## src/rtl/core/acflw_pkg.sv

```systemverilog
package acflw_pkg;

    typedef enum logic [1:0] {
        KIND_READ  = 2'd0,
        KIND_WRITE = 2'd1,
        KIND_FILL  = 2'd2,
        KIND_BAD   = 2'd3
    } kind_t;

    typedef enum logic [2:0] {
        RES_READ   = 3'd0,
        RES_WDONE  = 3'd1,
        RES_FETCH  = 3'd2,
        RES_WBACK  = 3'd3,
        RES_WTHRU  = 3'd4,
        RES_ERROR  = 3'd5
    } res_kind_t;

    typedef enum logic [0:0] {
        REG_WRITE_BACK_MODE = 1'd0,
        REG_REPLACE_LRU     = 1'd1
    } reg_index_t;

    typedef struct packed {
        logic [1:0]  kind;
        logic [31:0] addr;
        logic [31:0] data;
    } req_t;

    typedef struct packed {
        logic [2:0]  result_kind;
        logic [31:0] out_addr;
        logic [31:0] out_data;
        logic [5:0]  slot;
        logic        last;
    } res_t;

endpackage

```

## src/rtl/core/acflw_queue.sv

```systemverilog
module acflw_queue #(
    parameter int WIDTH = 66
) (
    input  logic             aclk,
    input  logic             aresetn,
    input  logic             in_valid,
    output logic             in_ready,
    input  logic [WIDTH-1:0] in_data,
    output logic             out_valid,
    input  logic             out_ready,
    output logic [WIDTH-1:0] out_data
);

    logic [WIDTH-1:0] mem_reg [2];
    logic             wptr_reg, rptr_reg;
    logic [1:0]       count_reg;
    logic             push, pop;

    assign in_ready  = (count_reg != 2'd2);
    assign out_valid = (count_reg != 2'd0);
    assign out_data  = mem_reg[rptr_reg];
    assign push      = in_valid && in_ready;
    assign pop       = out_valid && out_ready;

    always_ff @(posedge aclk) begin
        if (push) begin
            mem_reg[wptr_reg] <= in_data;
        end
    end

    always_ff @(posedge aclk) begin
        if (!aresetn) begin
            wptr_reg  <= 1'b0;
            rptr_reg  <= 1'b0;
            count_reg <= 2'd0;
        end else begin
            if (push) begin
                wptr_reg <= ~wptr_reg;
            end
            if (pop) begin
                rptr_reg <= ~rptr_reg;
            end
            count_reg <= count_reg + {1'b0, push} - {1'b0, pop};
        end
    end

endmodule

```

## src/rtl/core/acflw_back.sv

```systemverilog
module acflw_back #(
    parameter int ENTRIES   = 8,
    parameter int ADDR_BITS = 32
) (
    input  logic            aclk,
    input  logic            aresetn,
    input  logic            q_valid,
    output logic            q_ready,
    input  acflw_pkg::req_t q_req,
    input  logic            write_back_mode,
    input  logic            replace_lru,
    output logic            r_valid,
    input  logic            r_ready,
    output acflw_pkg::res_t r_res
);

    localparam int IW = (ENTRIES > 1) ? $clog2(ENTRIES) : 1;
    localparam int AW = (ADDR_BITS < 32) ? ADDR_BITS : 32;

    typedef enum logic [3:0] {
        ST_IDLE  = 4'b0001,
        ST_SCAN  = 4'b0010,
        ST_EMIT  = 4'b0100,
        ST_EMIT2 = 4'b1000
    } state_t;

    state_t           state_reg, state_next;
    logic [AW-1:0]    tag_reg    [ENTRIES];
    logic [31:0]      value_reg  [ENTRIES];
    logic [ENTRIES-1:0] valid_reg, dirty_reg;
    logic [31:0]      ins_reg    [ENTRIES];
    logic [31:0]      use_reg    [ENTRIES];
    logic [31:0]      stamp_reg;
    logic             pend_reg, pend_wr_reg;
    logic [AW-1:0]    pend_addr_reg;
    logic [31:0]      pend_data_reg;
    logic [1:0]       kind_reg;
    logic [AW-1:0]    addr_reg;
    logic [31:0]      data_reg;
    logic [IW:0]      scan_reg;
    logic [IW-1:0]    best_reg;
    logic [31:0]      best_stamp_reg;
    logic             found_reg;
    logic             free_reg;
    logic [IW-1:0]    hit_idx;
    logic             hit;
    acflw_pkg::res_t  res_reg, res2_reg;
    logic             two_reg;
    logic [31:0]      stamp_inc;
    logic [IW-1:0]    sidx;
    logic [31:0]      cur_stamp;
    logic             scan_err;
    logic             victim_dirty;
    logic [2:0]       done_kind;
    logic [31:0]      done_data;

    assign q_ready   = (state_reg == ST_IDLE);
    assign r_valid   = (state_reg == ST_EMIT) || (state_reg == ST_EMIT2);
    assign r_res     = (state_reg == ST_EMIT2) ? res2_reg : res_reg;
    assign stamp_inc = (stamp_reg == 32'hFFFF_FFFF) ? stamp_reg : stamp_reg + 32'd1;
    assign sidx      = scan_reg[IW-1:0];
    assign cur_stamp = replace_lru ? use_reg[sidx] : ins_reg[sidx];
    assign scan_err  = (kind_reg == acflw_pkg::KIND_BAD)
                       || ((kind_reg == acflw_pkg::KIND_FILL) != pend_reg);
    assign victim_dirty = valid_reg[best_reg] && dirty_reg[best_reg];
    assign done_kind = pend_wr_reg ?
        (write_back_mode ? acflw_pkg::RES_WDONE : acflw_pkg::RES_WTHRU)
        : acflw_pkg::RES_READ;
    assign done_data = pend_wr_reg ? pend_data_reg : data_reg;

    always_comb begin
        hit     = 1'b0;
        hit_idx = '0;
        for (int i = ENTRIES - 1; i >= 0; i--) begin
            if (valid_reg[i] && tag_reg[i] == addr_reg) begin
                hit     = 1'b1;
                hit_idx = IW'(i);
            end
        end
    end

    always_comb begin
        state_next = state_reg;
        case (state_reg)
            ST_IDLE:  if (q_valid) state_next = ST_SCAN;
            ST_SCAN: begin
                if (scan_err || kind_reg != acflw_pkg::KIND_FILL
                    || scan_reg == (IW+1)'(ENTRIES)) begin
                    state_next = ST_EMIT;
                end
            end
            ST_EMIT:  if (r_ready) state_next = two_reg ? ST_EMIT2 : ST_IDLE;
            ST_EMIT2: if (r_ready) state_next = ST_IDLE;
            default:  state_next = ST_IDLE;
        endcase
    end

    always_ff @(posedge aclk) begin
        if (!aresetn) begin
            state_reg <= ST_IDLE;
            valid_reg <= '0;
            dirty_reg <= '0;
            stamp_reg <= '0;
            pend_reg  <= 1'b0;
            pend_wr_reg <= 1'b0;
            pend_addr_reg <= '0;
            pend_data_reg <= '0;
            for (int i = 0; i < ENTRIES; i++) begin
                tag_reg[i] <= '0;
                ins_reg[i] <= '0;
                use_reg[i] <= '0;
            end
        end else begin
            state_reg <= state_next;
            case (state_reg)
                ST_IDLE: begin
                    kind_reg       <= q_req.kind;
                    addr_reg       <= q_req.addr[AW-1:0];
                    data_reg       <= q_req.data;
                    scan_reg       <= '0;
                    found_reg      <= 1'b0;
                    free_reg       <= 1'b0;
                    best_reg       <= '0;
                    best_stamp_reg <= '0;
                end
                ST_SCAN: begin
                    if (scan_err) begin
                        two_reg             <= 1'b0;
                        res_reg.result_kind <= acflw_pkg::RES_ERROR;
                        res_reg.out_addr    <= 32'(addr_reg);
                        res_reg.out_data    <= '0;
                        res_reg.slot        <= '0;
                        res_reg.last        <= 1'b1;
                    end else if (kind_reg != acflw_pkg::KIND_FILL) begin
                        two_reg          <= 1'b0;
                        res_reg.out_addr <= 32'(addr_reg);
                        res_reg.last     <= 1'b1;
                        if (!hit) begin
                            pend_reg      <= 1'b1;
                            pend_wr_reg   <= (kind_reg == acflw_pkg::KIND_WRITE);
                            pend_addr_reg <= addr_reg;
                            pend_data_reg <= (kind_reg == acflw_pkg::KIND_WRITE) ? data_reg : '0;
                            res_reg.result_kind <= acflw_pkg::RES_FETCH;
                            res_reg.out_data    <= '0;
                            res_reg.slot        <= '0;
                        end else begin
                            stamp_reg        <= stamp_inc;
                            use_reg[hit_idx] <= stamp_inc;
                            res_reg.slot     <= 6'(hit_idx);
                            if (kind_reg == acflw_pkg::KIND_READ) begin
                                res_reg.result_kind <= acflw_pkg::RES_READ;
                                res_reg.out_data    <= value_reg[hit_idx];
                            end else begin
                                value_reg[hit_idx] <= data_reg;
                                dirty_reg[hit_idx] <= write_back_mode;
                                res_reg.out_data   <= data_reg;
                                res_reg.result_kind <= write_back_mode ?
                                    acflw_pkg::RES_WDONE : acflw_pkg::RES_WTHRU;
                            end
                        end
                    end else if (scan_reg != (IW+1)'(ENTRIES)) begin
                        scan_reg <= scan_reg + 1'b1;
                        if (!free_reg) begin
                            if (!valid_reg[sidx]) begin
                                free_reg <= 1'b1;
                                best_reg <= sidx;
                            end else if (!found_reg || cur_stamp < best_stamp_reg) begin
                                found_reg      <= 1'b1;
                                best_reg       <= sidx;
                                best_stamp_reg <= cur_stamp;
                            end
                        end
                    end else begin
                        stamp_reg           <= stamp_inc;
                        tag_reg[best_reg]   <= pend_addr_reg;
                        value_reg[best_reg] <= done_data;
                        valid_reg[best_reg] <= 1'b1;
                        dirty_reg[best_reg] <= pend_wr_reg && write_back_mode;
                        ins_reg[best_reg]   <= stamp_inc;
                        use_reg[best_reg]   <= stamp_inc;
                        pend_reg            <= 1'b0;
                        pend_wr_reg         <= 1'b0;
                        res2_reg.result_kind <= done_kind;
                        res2_reg.out_addr <= 32'(pend_addr_reg);
                        res2_reg.out_data <= done_data;
                        res2_reg.slot     <= 6'(best_reg);
                        res2_reg.last     <= 1'b1;
                        res_reg.slot      <= 6'(best_reg);
                        two_reg           <= victim_dirty;
                        if (victim_dirty) begin
                            res_reg.result_kind <= acflw_pkg::RES_WBACK;
                            res_reg.out_addr    <= 32'(tag_reg[best_reg]);
                            res_reg.out_data    <= value_reg[best_reg];
                            res_reg.last        <= 1'b0;
                        end else begin
                            res_reg.result_kind <= done_kind;
                            res_reg.out_addr    <= 32'(pend_addr_reg);
                            res_reg.out_data    <= done_data;
                            res_reg.last        <= 1'b1;
                        end
                    end
                end
                default: ;
            endcase
        end
    end

endmodule

```

## src/rtl/core/assoc_cache_fifo_lru_wb_wt.sv

```systemverilog
// Channel   Ports                                 Direction
// request   s_valid s_ready s_kind s_addr s_data  in
// result    m_valid m_ready m_result_kind m_out_addr m_out_data m_slot m_last  out
// A read or write is taken from the queue head in idle, looked up in scan and
// answered in emit; a fill scans the ENTRIES entries one per cycle for a victim.
// The two-entry request queue keeps taking requests while the back end works, until it is full.
// Reset invalidates all entries and clears stamps, the pending miss and both registers.
// A stalled result holds the back end; requests then wait in the queue.
module assoc_cache_fifo_lru_wb_wt #(
    parameter int ENTRIES   = 8,
    parameter int ADDR_BITS = 32
) (
    input  logic        aclk,
    input  logic        aresetn,
    input  logic        s_valid,
    output logic        s_ready,
    input  logic [1:0]  s_kind,
    input  logic [31:0] s_addr,
    input  logic [31:0] s_data,
    output logic        m_valid,
    input  logic        m_ready,
    output logic [2:0]  m_result_kind,
    output logic [31:0] m_out_addr,
    output logic [31:0] m_out_data,
    output logic [5:0]  m_slot,
    output logic        m_last,
    input  logic        cfg_we,
    input  logic        cfg_index,
    input  logic        cfg_wdata
);

    logic            wb_reg, lru_reg;
    acflw_pkg::req_t in_req, q_req;
    acflw_pkg::res_t res;
    logic            q_valid, q_ready;

    always_ff @(posedge aclk) begin
        if (!aresetn) begin
            wb_reg  <= 1'b0;
            lru_reg <= 1'b0;
        end else if (cfg_we) begin
            if (cfg_index == acflw_pkg::REG_WRITE_BACK_MODE) wb_reg <= cfg_wdata;
            else lru_reg <= cfg_wdata;
        end
    end

    assign in_req.kind = s_kind;
    assign in_req.addr = s_addr;
    assign in_req.data = s_data;

    acflw_queue #(.WIDTH($bits(acflw_pkg::req_t))) u_queue (
        .aclk(aclk), .aresetn(aresetn),
        .in_valid(s_valid), .in_ready(s_ready), .in_data(in_req),
        .out_valid(q_valid), .out_ready(q_ready), .out_data(q_req)
    );

    acflw_back #(.ENTRIES(ENTRIES), .ADDR_BITS(ADDR_BITS)) u_back (
        .aclk(aclk), .aresetn(aresetn),
        .q_valid(q_valid), .q_ready(q_ready), .q_req(q_req),
        .write_back_mode(wb_reg), .replace_lru(lru_reg),
        .r_valid(m_valid), .r_ready(m_ready), .r_res(res)
    );

    assign m_result_kind = res.result_kind;
    assign m_out_addr    = res.out_addr;
    assign m_out_data    = res.out_data;
    assign m_slot        = res.slot;
    assign m_last        = res.last;

endmodule
```

## config.mk

```make
export PLATFORM = sky130hd
export DESIGN_NAME = assoc_cache_fifo_lru_wb_wt
export DESIGN_NICKNAME = d
export VERILOG_FILES = /design/src/rtl/core/acflw_pkg.sv /design/src/rtl/core/acflw_queue.sv /design/src/rtl/core/acflw_back.sv /design/src/rtl/core/assoc_cache_fifo_lru_wb_wt.sv
export SDC_FILE = /design/constraint.sdc
export NUM_CORES = 2
export LEC_CHECK = 0
export ABC_AREA = 0
export BUFFER_PORTS_ARGS = -buffer_cell sky130_fd_sc_hd__buf_4
export CAP_MARGIN = 30
export CORE_UTILIZATION = 30
export DETAILED_ROUTE_END_ITERATION = 10
export MAX_ROUTING_LAYER = met4
export PLACE_DENSITY = 0.52
export SYNTH_ARGS = -nofsm -noshare
export SYNTH_HDL_FRONTEND = slang
export SYNTH_HIERARCHICAL = 1
export SYNTH_SLANG_ARGS = --single-unit
export TNS_END_PERCENT = 100
```

## constraint.sdc

```tcl
create_clock -name aclk -period 12 [get_ports aclk]
set_input_delay 1.2 -clock aclk [delete_from_list [all_inputs] [get_ports aclk]]
set_output_delay 1.2 -clock aclk [all_outputs]
set_load 0.01 [all_outputs]
```

* Yosys cells after proc, flatten, opt, wreduce, memory -nomap -nowiden
Memories as Yosys holds them, arrays and structs flattened. A register that Yosys moved wholly into a read port is not among the register bits. Cells that the tools add are included.
Operators by class: add/subtract/negate cells 4, order comparisons 6, equality and inequality tests 37, mux-type cells 135, bitwise logic cells 8, reduce and logical (&&, ||, !) cells 43
Operator list (number):
- two-way mux 32 bit | 19
- == test 32 bit | 8
- two-way mux 74 bit | 3
- OR reduction 32 bit | 5
- two-way mux 3 bit | 27
- two-way mux 71 bit | 1
- two-way mux 67 bit | 1
- one-hot mux 32 bit (2 select lines) | 1
- two-way mux 1 bit | 58
- two-way mux 38 bit | 1
- adder 32 x 1 -> 32 bit, second input constant | 1
- == test 32 bit, second input constant | 1
- less-than comparator 32 bit | 1
- two-way mux 4 bit | 8
- two-way mux 8 bit | 4
- AND reduction 4 bit | 5
- inequality test 2 bit, second input constant | 9
- bitwise mux 8 bit | 2
- one-hot mux 4 bit (4 select lines) | 1
- AND reduction 5 bit | 3
- logical AND 1 bit | 14
- inequality test 2 x 1 -> 1 bit, second input constant | 7
- less-than comparator 3 x 4 -> 1 bit, second input constant | 3
- binary-select mux 1 bit (select 3 bit) | 3
- 29 further kinds | 47
Storage, ports and cells: flip-flop bits (word level) 310, RAM bits 1156, output and inout port bits 76, memories 5
Memory list:
- u_back.ins_reg | depth 8, bits a word 32, read ports 1, clocked after memory_dff 1, write ports 8, line acflw_back.sv:31 | logic [31:0] ins_reg [ENTRIES];
- u_back.tag_reg | depth 8, bits a word 32, read ports 9, clocked after memory_dff 1, write ports 8, line acflw_back.sv:28 | logic [AW-1:0] tag_reg [ENTRIES];
- u_back.use_reg | depth 8, bits a word 32, read ports 1, clocked after memory_dff 1, write ports 8, line acflw_back.sv:32 | logic [31:0] use_reg [ENTRIES];
- u_back.value_reg | depth 8, bits a word 32, read ports 2, clocked after memory_dff 1, write ports 1, line acflw_back.sv:29 | logic [31:0] value_reg [ENTRIES];
- u_queue.mem_reg | depth 2, bits a word 66, read ports 1, clocked after memory_dff 1, write ports 1, line acflw_queue.sv:14 | logic [WIDTH-1:0] mem_reg [2];

* Depth between registers and ports, before layout
An unclocked memory read counts as a cell.
depth in word-level cells 20, mapped depth 15, depth with buffers taken out 12

* Hierarchy
Netlist, hierarchy kept.
By module, submodules not included:
- acflw_back | instances 1, cells an instance 4982, area an instance 67572.3 µm²
- acflw_queue | instances 1, cells an instance 229, area an instance 5157.4 µm²
- assoc_cache_fifo_lru_wb_wt | instances 1, cells an instance 9, area an instance 91.3 µm²

* Least setup slack after synthesis
No wires, ideal clock.
path type register to register, from register with a tool-made name, to register u_back.best_stamp_reg[0], enable pin, arrival 6641 ps, data required time 11536 ps, path slack 4894 ps, cell stages (with the launch flop) 15, period minus slack after synthesis 7106 ps, path through dfxtp_1 > buf_1 > buf_1 > buf_1 > mux4_2 > mux4_2 > ha_1 > a21o_1 > a21o_1 > a21o_1 > a2111oi_0 > nand2_1 > a221oi_1 > a21oi_1 > nor3_1
RTL lines:
- end signal: assignment | line acflw_back.sv:170 | best_stamp_reg <= cur_stamp;
- end: declaration | line acflw_back.sv:42 | logic [31:0] best_stamp_reg;

==> flow_summary.ini <==
[pwr]
p_leak_nw = 26.8
ir_drop_mv = 0.179
power.density_mw_per_mm2 = 185

[routing]
wirelength_microns = 239000
drc = 0
via_per_inst = 5.40
via_count = 46300
drtIter0Drc = 4552
dr.pass1.iters = 5
ant_nets = 0
wl_per_cell_microns = 27.8
wl_met3_microns = 14300
highest_layer = met4
wl_met1_microns = 101000
met2_length_microns = 117000

[floorplanning]
die_y_microns = 495
io-pin-count = 149
core_sq_mm = 0.241
row_count = 180
die_w_microns = 495
dieArea_sq_mm = 0.245
initial_core_util_pct = 30.2

[placement]
post-place-ws_ps = 5320
port-buffer-count = 145
postPlaceCellArea_sq_mm = 0.0778
hpwl_microns = 147000
gp_congestion = 0.985

[worst_setup_path]
cp_num_buf_inv = 3
cp_max_fo = 38
worstSetupPathType = flip-flop to flip-flop
critPathCaptureType = flip-flop
critPathMaxStageDelay_ps = 880
crit_top_cell = buf_4
cp_top_family = compound AO/OA/AOI/OAI gates
crit_required_ps = 12430
path_cells = buf_4, buf_4, mux4_2, mux4_2, ha_1, a21o_1, a21o_1, a2111oi_0, nand2_1, a221oi_1, a21oi_1, nor3_2, buf_4
start_kind = flip-flop
cpMaxStageDelayCell = a221oi_1
cp_data_arrival_time_ps = 7030

[synthesis]
avgSynthCellArea_sq_um = 14.0
async_reset_ff_share_pct = 0
yosysTopAreaCell = edfxtp_1
syn-cell-area_sq_mm = 0.0728
synth_cell_types = 83
synth-main-ff-cell = edfxtp_1
synth_top_area_share_pct = 57.9
synth_cells = 5220
ys_seq_area_share_pct = 61.5
ys_ff_latch = 1535
synth_edf_count = 1404
yosysWarnings = 6
synth.area.top_cells = edfxtp_1 (58%), mux4_2 (9.0%), dfxtp_1 (3.6%)

[run]
maxCapViolCount = 0

[clocking]
clk_latency_ps = 870
ctsHoldBuffers = 0
clockBufferDepth = 3
cts_tree = built
cts.sinks = 1535
cts_resized = 0
numCtsBuffers = 170
htreeDepth = 4
post-cts-setup-buffers = 0
clock-root-buffer = clkbuf_16
clkTransAtPathRegs_ps = 60

[sta]
final_max_slew_viol_count = 0
setup_tns_ps = 0
skew_ps = 74.7
rsz0062_at_grt = false
finalSetupViolations = 0
post-route-min-period_ps = 6600
final_hold_viol_count = 0
min_period_over_period_pct = 55.0
slew_headroom_pct = 28.0
worst_pin_slew_ps = 1080
max_freq_mhz = 152
timing.final.ws_setup_ps = 5400
holdWs_ps = 451

[global_routing]
first_global_vias = 46100
grt_max_degree = 133
globalRouteOverflowTotal = 0
grt_pass1_wl_microns = 342000
antenna_found_initial = 6
grtUsageTotal_pct = 19.8

[cells_and_area]
finalCoreUtilization_pct = 34.6
drive_gt1_share_pct = 22.0
final_cell_mix = edfxtp_1 (1404), nand2_1 (346), nor2_1 (334)
layout_commonest_cell = edfxtp_1
finalNetCount = 5353
final_area_sq_mm = 0.0835
synthToLayoutAreaGrowth_pct = 14.6

[worst_hold_path]
hold_path.class = flip-flop to flip-flop

[status]
status = complete, no violations
[layer usage]
metal,track usage (%),up-vias
met5,-,-
met4,5.75,0
li1,-,20000
met1,25.5,24200
met3,3.05,365
met2,32.4,1744
[path summary, 6_finish.rpt]
check | startpoint | endpoint | slack, ps | depth (start not counted)
hold / removal | u_back/pend_data_reg[22] | u_back/pend_data_reg[22] | 450 | 2
setup reg to reg | flip-flop | u_back/best_stamp_reg[18] | 5400 | 13
setup / recovery | flip-flop | u_back/best_stamp_reg[18] | 5400 | 13
hold reg to reg | u_back/pend_data_reg[22] | u_back/pend_data_reg[22] | 450 | 2
[synth_stat cells, types with 79 or more instances]
library cell,instances
mux4_2,290
nand3_1,84
mux2i_1,113
and2_1,269
inv_1,94
xnor2_1,155
xor2_1,146
nor4_1,249
mux2_2,158
clkbuf_1,277
buf_2,79
edfxtp_1,1404
dfxtp_1,131
nor2_1,340
nand2_1,356
a21oi_1,137
o21ai_0,170
[worst min-delay path, cell delays in order, from the launching register on]
cell and delay [ps]:
dfxtp_1 310, nand2_1 50, a21oi_1 50
[layout make-up]
class                      instances  area, sq um
clock buffer                     235         4600
tap                             3185         3990
sequential                      1535        44800
antenna                            3         7.51
fill                           23300       158000
inverter                          96          367
timing repair buffer             294         2540
multi-input combinational       3147        26200
clock inverter                    77          986
[stage by stage]
| step | std cells | total power, mW |
|---|---|---|
| floorplan | 5222 | 8.98 |
| global placement | 8237 | 10.3 |
| detailed placement | 8255 | 10.3 |
| CTS | 8567 | 15.6 |
| global route | 8571 | 16.0 |
| finish | 8572 | 15.5 |
[power by group]
group / total, mW / switching (mW) / leakage (nW) / internal [mW]
clock: 5.25 / 2.28 / 2.68 / 2.97
combinational: 3.45 / 2.03 / 9.37 / 1.42
sequential: 6.75 / 0.451 / 14.7 / 6.30
[cells by family after synthesis]
group | count (synthesis) | synth area share, %
XOR/XNOR | 306 | 3.73
other | 1 | 0.00515
buffers and inverters | 540 | 3.24
AND/OR/NAND/NOR | 1651 | 12.4
multiplexers | 601 | 13.8
AO/OA/AOI/OAI | 550 | 4.68
flip-flops | 1535 | 61.5
adder cells (fa/ha/maj) | 36 | 0.619
Power figures use the tool's default switching activity.
